### src/hdl/ardt_pkg.sv
package ardt_pkg;

  // field widths fixed by the request format
  localparam int unsigned KEY_W       = 32;
  localparam int unsigned TAG_W       = 16;
  localparam int unsigned LEVEL_W     = 2;
  localparam int unsigned IN_TDATA_W  = 56;
  localparam int unsigned IN_TUSER_W  = 2;
  localparam int unsigned OUT_TDATA_W = 8;
  localparam int unsigned APB_ADDR_W  = 3;
  localparam int unsigned APB_DATA_W  = 32;

  // request kinds
  localparam logic CMD_BEGIN = 1'b0;
  localparam logic CMD_END   = 1'b1;

  // check_level codes
  localparam logic [LEVEL_W-1:0] LEVEL_OFF  = 2'd0;
  localparam logic [LEVEL_W-1:0] LEVEL_HALT = 2'd2;

  // register index, taken from paddr[2]
  localparam logic REG_CHECK_LEVEL = 1'b0;

  // controller -> datapath
  typedef struct packed {
    logic load_item;
    logic clr_cnt;
    logic inc_cnt;
    logic rd_en;
    logic clear_wr;
    logic commit;
    logic finish;
  } cmd_t;

  // datapath -> controller
  typedef struct packed {
    logic cnt_last;
    logic item_active;
    logic out_busy;
  } status_t;

endpackage

### src/hdl/ardt_ram.sv
module ardt_ram #(
  parameter int unsigned WIDTH = 50,
  parameter int unsigned DEPTH = 64
) (
  input  logic                             clk_i,
  input  logic                             we_i,
  input  logic [$clog2(DEPTH)-1:0]         waddr_i,
  input  logic [WIDTH-1:0]                 wdata_i,
  input  logic                             re_i,
  input  logic [$clog2(DEPTH)-1:0]         raddr_i,
  output logic [WIDTH-1:0]                 rdata_o
);

  logic [WIDTH-1:0] mem_q [DEPTH];
  logic [WIDTH-1:0] rdata_q;

  always_ff @(posedge clk_i) begin
    if (we_i) begin
      mem_q[waddr_i] <= wdata_i;
    end
    if (re_i) begin
      rdata_q <= mem_q[raddr_i];
    end
  end

  assign rdata_o = rdata_q;

endmodule

### src/hdl/ardt_ctrl.sv
module ardt_ctrl (
  input  logic              clk_i,
  input  logic              rst_ni,
  input  logic              in_valid_i,
  output logic              in_ready_o,
  input  ardt_pkg::status_t status_i,
  output ardt_pkg::cmd_t    cmd_o
);

  typedef enum logic [2:0] {
    ST_CLEAR,
    ST_IDLE,
    ST_SCAN,
    ST_LAST,
    ST_COMMIT,
    ST_FINISH
  } state_e;

  state_e state_q, state_d;

  always_comb begin
    state_d = state_q;
    cmd_o   = '0;
    unique case (state_q)
      ST_CLEAR: begin
        cmd_o.clear_wr = 1'b1;
        cmd_o.inc_cnt  = 1'b1;
        if (status_i.cnt_last) begin
          cmd_o.clr_cnt = 1'b1;
          state_d       = ST_IDLE;
        end
      end
      ST_IDLE: begin
        if (in_valid_i) begin
          cmd_o.load_item = 1'b1;
          cmd_o.clr_cnt   = 1'b1;
          state_d         = ST_SCAN;
        end
      end
      ST_SCAN: begin
        if (!status_i.item_active) begin
          state_d = ST_FINISH;
        end else begin
          cmd_o.rd_en   = 1'b1;
          cmd_o.inc_cnt = 1'b1;
          if (status_i.cnt_last) begin
            state_d = ST_LAST;
          end
        end
      end
      ST_LAST: begin
        // last entry's read data is evaluated here
        state_d = ST_COMMIT;
      end
      ST_COMMIT: begin
        cmd_o.commit = 1'b1;
        state_d      = ST_FINISH;
      end
      ST_FINISH: begin
        if (!status_i.out_busy) begin
          cmd_o.finish = 1'b1;
          state_d      = ST_IDLE;
        end
      end
      default: begin
        state_d = ST_IDLE;
      end
    endcase
  end

  always_ff @(posedge clk_i or negedge rst_ni) begin
    if (!rst_ni) begin
      state_q <= ST_CLEAR;
    end else begin
      state_q <= state_d;
    end
  end

  assign in_ready_o = (state_q == ST_IDLE);

endmodule

### src/hdl/ardt_dpath.sv
module ardt_dpath #(
  parameter int unsigned TABLE_ENTRIES = 64,
  parameter int unsigned THREAD_BITS   = 16
) (
  input  logic                                clk_i,
  input  logic                                rst_ni,
  input  ardt_pkg::cmd_t                      cmd_i,
  output ardt_pkg::status_t                   status_o,
  input  logic                                cmd_kind_i,
  input  logic [ardt_pkg::KEY_W-1:0]          var_key_i,
  input  logic                                key_empty_i,
  input  logic [ardt_pkg::TAG_W-1:0]          thread_tag_i,
  input  logic                                is_write_i,
  input  logic [ardt_pkg::LEVEL_W-1:0]        check_level_i,
  output logic                                out_valid_o,
  input  logic                                out_ready_i,
  output logic                                race_found_o,
  output logic                                halted_o,
  output logic                                table_full_o,
  output logic                                end_unmatched_o
);

  localparam int unsigned IDX_W   = $clog2(TABLE_ENTRIES);
  localparam int unsigned ENTRY_W = ardt_pkg::KEY_W + THREAD_BITS + 2;

  // thread tag cut or widened to the stored width
  logic [THREAD_BITS-1:0] thr_in;
  if (THREAD_BITS > ardt_pkg::TAG_W) begin : g_thr_wide
    assign thr_in = {{(THREAD_BITS - ardt_pkg::TAG_W){1'b0}}, thread_tag_i};
  end else if (THREAD_BITS == ardt_pkg::TAG_W) begin : g_thr_same
    assign thr_in = thread_tag_i;
  end else begin : g_thr_narrow
    assign thr_in = thread_tag_i[THREAD_BITS-1:0];
  end

  // request registers
  logic                         end_q;
  logic [ardt_pkg::KEY_W-1:0]   key_q;
  logic [THREAD_BITS-1:0]       thr_q;
  logic                         wr_q;
  logic                         active_q;

  // scan state
  logic [IDX_W-1:0] cnt_q;
  logic             rd_vld_q;
  logic [IDX_W-1:0] rd_idx_q;
  logic             any_wr_q, distinct_q;
  logic             free_fnd_q, match_fnd_q;
  logic [IDX_W-1:0] free_idx_q, match_idx_q;
  logic             halt_q, halt_d;

  // output register
  logic out_valid_q;
  logic race_q, halted_q, full_q, unm_q;

  // RAM
  logic               ram_we;
  logic [IDX_W-1:0]   ram_waddr;
  logic [ENTRY_W-1:0] ram_wdata;
  logic [ENTRY_W-1:0] ram_rdata;

  // entry layout: {valid, key, thread, write}
  logic                       e_vld;
  logic [ardt_pkg::KEY_W-1:0] e_key;
  logic [THREAD_BITS-1:0]     e_thr;
  logic                       e_wr;
  logic                       e_hit;

  assign e_vld = ram_rdata[ENTRY_W-1];
  assign e_key = ram_rdata[ENTRY_W-2 -: ardt_pkg::KEY_W];
  assign e_thr = ram_rdata[THREAD_BITS:1];
  assign e_wr  = ram_rdata[0];
  assign e_hit = e_vld && (e_key == key_q);

  logic race_w, full_w, unm_w, commit_en;

  assign race_w    = active_q && (end_q == ardt_pkg::CMD_BEGIN) && (wr_q || any_wr_q) &&
                     distinct_q;
  assign full_w    = active_q && (end_q == ardt_pkg::CMD_BEGIN) && !free_fnd_q;
  assign unm_w     = active_q && (end_q == ardt_pkg::CMD_END) && !match_fnd_q;
  assign commit_en = active_q && ((end_q == ardt_pkg::CMD_END) ? match_fnd_q : free_fnd_q);
  assign halt_d    = halt_q || (race_w && (check_level_i >= ardt_pkg::LEVEL_HALT));

  always_comb begin
    ram_we    = cmd_i.clear_wr || (cmd_i.commit && commit_en);
    ram_waddr = cnt_q;
    ram_wdata = '0;
    if (!cmd_i.clear_wr) begin
      if (end_q == ardt_pkg::CMD_END) begin
        ram_waddr = match_idx_q;
      end else begin
        ram_waddr = free_idx_q;
        ram_wdata = {1'b1, key_q, thr_q, wr_q};
      end
    end
  end

  ardt_ram #(
    .WIDTH (ENTRY_W),
    .DEPTH (TABLE_ENTRIES)
  ) u_table (
    .clk_i   (clk_i),
    .we_i    (ram_we),
    .waddr_i (ram_waddr),
    .wdata_i (ram_wdata),
    .re_i    (cmd_i.rd_en),
    .raddr_i (cnt_q),
    .rdata_o (ram_rdata)
  );

  // request, read index and result capture, no reset needed
  always_ff @(posedge clk_i) begin
    if (cmd_i.load_item) begin
      end_q <= cmd_kind_i;
      key_q <= var_key_i;
      thr_q <= thr_in;
      wr_q  <= is_write_i;
    end
    if (cmd_i.rd_en) begin
      rd_idx_q <= cnt_q;
    end
    if (cmd_i.finish) begin
      race_q   <= race_w;
      halted_q <= halt_d;
      full_q   <= full_w;
      unm_q    <= unm_w;
    end
  end

  always_ff @(posedge clk_i or negedge rst_ni) begin
    if (!rst_ni) begin
      cnt_q       <= '0;
      rd_vld_q    <= 1'b0;
      active_q    <= 1'b0;
      any_wr_q    <= 1'b0;
      distinct_q  <= 1'b0;
      free_fnd_q  <= 1'b0;
      match_fnd_q <= 1'b0;
      free_idx_q  <= '0;
      match_idx_q <= '0;
      halt_q      <= 1'b0;
      out_valid_q <= 1'b0;
    end else begin
      rd_vld_q <= cmd_i.rd_en;

      if (cmd_i.clr_cnt) begin
        cnt_q <= '0;
      end else if (cmd_i.inc_cnt) begin
        cnt_q <= cnt_q + 1'b1;
      end

      if (cmd_i.load_item) begin
        active_q    <= !halt_q && (check_level_i != ardt_pkg::LEVEL_OFF) && !key_empty_i;
        any_wr_q    <= 1'b0;
        distinct_q  <= 1'b0;
        free_fnd_q  <= 1'b0;
        match_fnd_q <= 1'b0;
      end else if (rd_vld_q) begin
        if (e_hit && e_wr) begin
          any_wr_q <= 1'b1;
        end
        if (e_hit && (e_thr != thr_q)) begin
          distinct_q <= 1'b1;
        end
        if (!e_vld && !free_fnd_q) begin
          free_fnd_q <= 1'b1;
          free_idx_q <= rd_idx_q;
        end
        if (e_hit && (e_thr == thr_q) && (e_wr == wr_q) && !match_fnd_q) begin
          match_fnd_q <= 1'b1;
          match_idx_q <= rd_idx_q;
        end
      end

      if (cmd_i.finish) begin
        halt_q      <= halt_d;
        out_valid_q <= 1'b1;
      end else if (out_ready_i) begin
        out_valid_q <= 1'b0;
      end
    end
  end

  assign status_o.cnt_last    = (cnt_q == IDX_W'(TABLE_ENTRIES - 1));
  assign status_o.item_active = active_q;
  assign status_o.out_busy    = out_valid_q && !out_ready_i;

  assign out_valid_o     = out_valid_q;
  assign race_found_o    = race_q;
  assign halted_o        = halted_q;
  assign table_full_o    = full_q;
  assign end_unmatched_o = unm_q;

endmodule

### src/hdl/access_race_detect_table.sv
// Open-access race detection table.
// Input stream (s_axis): one request per access begin or end. tuser carries
// the kind (begin/end) and the empty-key flag; tdata carries key, thread
// and write mark. Output stream (m_axis): exactly one result per request,
// four flag bits: race found, halted, table full, end unmatched.
// Per checked request the controller sweeps every table entry through the
// single read port of the table RAM, one entry a cycle, with one key
// comparator, then evaluates the last entry, writes any insert or removal
// and loads the result. An ignored request (level 0, empty key, halted)
// skips the sweep and goes straight to loading its result. Requests are
// handled one at a time.
// The result sits in an output register: a stalled receiver does not stop
// the next request being taken; only its own result waits for the slot.
// After reset the table RAM is cleared, one entry a cycle, over all
// TABLE_ENTRIES entries; s_axis_tready_o stays low meanwhile. APB writes
// are taken at any time, but check_level should only change while idle.
// Reset also clears the sticky halt and sets check_level to 0 (off).
module access_race_detect_table #(
  parameter int unsigned TABLE_ENTRIES = 64,
  parameter int unsigned THREAD_BITS   = 16
) (
  input  logic                               clk_i,
  input  logic                               rst_ni,
  // APB register port
  input  logic                               psel,
  input  logic                               penable,
  input  logic                               pwrite,
  input  logic [ardt_pkg::APB_ADDR_W-1:0]    paddr,
  input  logic [ardt_pkg::APB_DATA_W-1:0]    pwdata,
  output logic [ardt_pkg::APB_DATA_W-1:0]    prdata,
  output logic                               pready,
  // request stream
  input  logic                               s_axis_tvalid_i,
  output logic                               s_axis_tready_o,
  // [31:0] var_key, [47:32] thread_tag, [48] is_write, [55:49] zero
  input  logic [ardt_pkg::IN_TDATA_W-1:0]    s_axis_tdata_i,
  // [0] cmd, [1] key_empty
  input  logic [ardt_pkg::IN_TUSER_W-1:0]    s_axis_tuser_i,
  // result stream
  output logic                               m_axis_tvalid_o,
  input  logic                               m_axis_tready_i,
  // [0] race_found, [1] halted, [2] table_full, [3] end_unmatched, [7:4] zero
  output logic [ardt_pkg::OUT_TDATA_W-1:0]   m_axis_tdata_o
);

  // check_level register; paddr[2] selects the word
  logic [ardt_pkg::LEVEL_W-1:0] check_level_q;
  logic                         reg_sel;

  assign reg_sel = (paddr[2] == ardt_pkg::REG_CHECK_LEVEL);
  assign pready  = 1'b1;
  assign prdata  = reg_sel ? ardt_pkg::APB_DATA_W'(check_level_q) : '0;

  always_ff @(posedge clk_i or negedge rst_ni) begin
    if (!rst_ni) begin
      check_level_q <= ardt_pkg::LEVEL_OFF;
    end else if (psel && penable && pwrite && reg_sel) begin
      check_level_q <= pwdata[ardt_pkg::LEVEL_W-1:0];
    end
  end

  ardt_pkg::cmd_t    cmd;
  ardt_pkg::status_t status;
  logic race_found, halted, table_full, end_unmatched;

  ardt_ctrl u_ctrl (
    .clk_i      (clk_i),
    .rst_ni     (rst_ni),
    .in_valid_i (s_axis_tvalid_i),
    .in_ready_o (s_axis_tready_o),
    .status_i   (status),
    .cmd_o      (cmd)
  );

  ardt_dpath #(
    .TABLE_ENTRIES (TABLE_ENTRIES),
    .THREAD_BITS   (THREAD_BITS)
  ) u_dpath (
    .clk_i           (clk_i),
    .rst_ni          (rst_ni),
    .cmd_i           (cmd),
    .status_o        (status),
    .cmd_kind_i      (s_axis_tuser_i[0]),
    .var_key_i       (s_axis_tdata_i[31:0]),
    .key_empty_i     (s_axis_tuser_i[1]),
    .thread_tag_i    (s_axis_tdata_i[47:32]),
    .is_write_i      (s_axis_tdata_i[48]),
    .check_level_i   (check_level_q),
    .out_valid_o     (m_axis_tvalid_o),
    .out_ready_i     (m_axis_tready_i),
    .race_found_o    (race_found),
    .halted_o        (halted),
    .table_full_o    (table_full),
    .end_unmatched_o (end_unmatched)
  );

  assign m_axis_tdata_o = {4'b0000, end_unmatched, table_full, halted, race_found};

endmodule
### config.mk
export PLATFORM = sky130hd
export DESIGN_NAME = access_race_detect_table
export DESIGN_NICKNAME = d
export VERILOG_FILES = /design/src/hdl/ardt_pkg.sv /design/src/hdl/ardt_ram.sv /design/src/hdl/ardt_ctrl.sv /design/src/hdl/ardt_dpath.sv /design/src/hdl/access_race_detect_table.sv
export SDC_FILE = /design/constraint.sdc
export NUM_CORES = 2
export LEC_CHECK = 0
export BUFFER_PORTS_ARGS = -buffer_cell sky130_fd_sc_hd__buf_2
export CAP_MARGIN = 20
export CORE_MARGIN = 2
export CORE_UTILIZATION = 50
export CTS_CLUSTER_DIAMETER = 150
export DETAILED_ROUTE_END_ITERATION = 6
export GPL_TIMING_DRIVEN = 0
export PLACE_DENSITY = 0.68
export SLEW_MARGIN = 30
export SYNTH_ARGS = -nofsm -noshare
export SYNTH_HDL_FRONTEND = slang
export SYNTH_SLANG_ARGS = --single-unit
### constraint.sdc
create_clock -name clk_i -period 4.2 [get_ports clk_i]
set_input_delay 0.63 -clock clk_i [delete_from_list [all_inputs] [get_ports clk_i]]
set_output_delay 0.63 -clock clk_i [all_outputs]
set_load 0.02 [all_outputs]
==> out/qor.yml <==
status: "finished, violations left"
violations: "DRC, setup timing"
finalHoldViolations: 0
drt_iter0_markers: 12200
path_clk_slew_ns: 0.07
fin_util_pct: 59.9
cp_common_cell: "buf_2"
crit_arrival_ns: 5.18
min_period_ns: 4.51
synth_area_leaders: "edfxtp_1 78%, mux4_2 14%, mux2i_1 2.1%"
synth_cells: 5604
avgSynthCellArea_um2: 22.9
die_area_mm2: 0.260
core_area_mm2: 0.255
globalplace.congestion: 0.929
dr.pass1.iters: 7
antenna_left: 0
via_per_inst: 6.75
min_path_type: "in2reg"
grt_pass1_vias: 66400
cap_violations: 0
ir_worst_vdd_mv: 0.632
grt_pass1_wl_mm: 540
grt_usage_pct: 30.6
antenna_found_initial: 23
synth_cell_types: 58
setup_tns_ns: -100.21
max_freq_ghz: 0.222
tightest_slew_ns: 1.09
final_max_slew_viol_count: 0
die_y_um: 510
crit_chain: "buf_2 -> buf_2 -> nor2_1 -> clkbuf_1 -> a221oi_2 -> a21oi_1 -> o21ai_0 -> nand2_1 -> o21ai_1"
synth_ff_type: "edfxtp_1"
yosysTopAreaCell: "edfxtp_1"
fin_nets: 6574
crit_fanout: 10
relSlewSlack_pct: 27.2
layout_common_cells: "3310 x edfxtp_1, 818 x mux4_2, 346 x clkbuf_16, 264 x mux2i_1, 188 x buf_16"
finalClockSkew_ns: 0.0795
grt_overflow: 0
io_buffer_count: 68
crit_type: "reg2reg"
die_w_um: 510
cts_tree: "done"
yosys_warnings: 0
leakagePower_nw: 49.5
max_stage_delay_ns: 0.58
crit_family: "compound AO/OA/AOI/OAI gates"
insertion_delay_ns: 0.99
async_flop_share_pct: 0.928
rsz0062_at_grt: "yes"
pin_count: 143
cp.required_ns: 4.87
yosysSeqAreaShare_pct: 78.1
synth_top_cell_area_share_pct: 77.5
powerDensity_mw_per_mm2: 641
routedWlPerCell_um: 39.6
critPathLaunchType: "flip-flop"
rows: 185
synth-edff-count: 3310
slowest_stage: "o21ai_0"
timing.hold.ws_ns: 0.0878
finalSetupViolCount: 1229
mostFrequentLayoutCell: "edfxtp_1"
fin_crit_sh_pct: 107
numCtsBuffers: 341
cts-htree-levels: 5
place.detailed.hpwl_mm: 259
syn_to_final_growth_pct: 19.0
cts_sinks: 3341
drive_gt1_share_pct: 31.3
cp_num_buf_inv: 3
synth_area_mm2: 0.128
cts_buffer_depth: 4
grt_max_degree: 65
drt_wl_total_mm: 401
initial_core_util_pct: 50.3
vias: 68200
cts_root_buf: "clkbuf_16"
synth_seq_cells: 3341
drcViolationCount: 13
fin_ws_ns: -0.314
crit_path_end_kind: "flip-flop"
## report_power, final
part           internal [W]  switching (W)  total, W
sequential           0.0402       0.000573    0.0408
clock                0.0169         0.0125    0.0294
combinational        0.0102         0.0174    0.0277
## stage by stage
stage                     cells  total power, W  instance area, um^2  setup WS (ns)
final                     10100          0.0979               153000         -0.314
after global routing      10100          0.0997               153000         -0.169
after CTS                 10100          0.0968               152000         -0.255
after detailed placement   9336          0.0678               140000          -1.25
after global placement     9071          0.0663               133000          -5.44
after floorplan            5637          0.0567               128000         -0.423
## flip-flops by register name, indices dropped and copies added, names as in the netlist, 2 cells and up
name	cells
u_dpath.free_idx_q	6
u_dpath.rd_idx_q	6
u_dpath.thr_q	16
u_dpath.cnt_q	6
u_dpath.key_q	32
u_dpath.u_table.rdata_o	50
check_level_q	2
u_ctrl.state_q	3
u_dpath.match_idx_q	6
u_dpath.u_table.mem_q	3200
## cell type report
cell class,count,area (um^2)
Fill cell,17100,102000
Sequential cell,3341,100000
Multi-Input combinational cell,1934,27000
Clock buffer,413,8930
Timing Repair Buffer,497,8610
Tap cell,3366,4210
Buffer,335,1940
Clock inverter,184,1630
Inverter,23,93.8
Antenna cell,9,22.5
## synth_stat cells, types with 39 or more instances
master,instances
buf_4,73
o21ai_1,44
edfxtp_1,3310
mux2i_1,267
a22oi_1,55
clkbuf_1,128
buf_2,71
and2_1,53
a21oi_1,65
xor2_1,50
nand2_1,114
o21ai_0,63
buf_1,39
a221oi_1,44
nor2_1,104
mux4_2,818
## worst reg2reg max path: stages (launching register included)
cell and delay (ns):
dfrtp_1 0.43, buf_2 0.42, buf_2 0.57, nor2_1 0.41
clkbuf_1 0.45, a221oi_2 0.53, a21oi_1 0.08, o21ai_0 0.58
nand2_1 0.22, o21ai_1 0.52
## cells by family (layout without fill, tap and decap cells)
group | Yosys count | count (layout) | synth area share, %
compound gates | 392 | 392 | 2.08
buf+inv | 362 | 1452 | 1.52
xor+xnor | 54 | 54 | 0.369
mux | 1104 | 1104 | 16.6
other cells | 2 | 44 | 0.00586
simple gates | 348 | 348 | 1.26
flops | 3341 | 3341 | 78.1
fa+ha+maj | 1 | 1 | 0.00976
## per-layer routing
layer | vias to the layer above | track usage, % | wire [um]
met4 | 20 | 20.5 | 33900
li1 | 25500 | - | -
met1 | 35400 | 38.7 | 133000
met3 | 1435 | 10.2 | 54500
met2 | 5761 | 45.3 | 179000
met5 | - | 0.402 | 320
## repair_timing
item                       4_1_cts  5_1_grt
hold buffers                    53        0
pin swaps                       40       14
setup endpoints to repair     2856     2372
hold endpoints to repair        83        0
buffers inserted                76       33
gates resized for setup         19       28
## path summary, 6_finish.rpt
check / startpoint / end / slack (ns) / cells past startpoint
worst max-delay path: u_dpath.cnt_q[1]$_DFFE_PN0P_ / u_dpath.u_table.rdata_o[49]$_DFFE_PP_ / -0.31 / 9
worst min-delay path: pwrite / check_level_q[1]$_DFFE_PN0P_ / 0.09 / 3
worst max register to register: u_dpath.cnt_q[1]$_DFFE_PN0P_ / u_dpath.u_table.rdata_o[49]$_DFFE_PP_ / -0.31 / 9
worst min register to register: u_dpath.halt_q$_DFFE_PN0P_ / u_dpath.halt_q$_DFFE_PN0P_ / 0.52 / 1
max in group asynchronous: rst_ni / u_dpath.any_wr_q$_DFFE_PN0P_ / 3.45 / 2
min in group asynchronous: rst_ni / u_dpath.out_valid_o$_DFFE_PN0P_ / 0.22 / 2
Note: power is estimated with default switching activity, not from simulation.
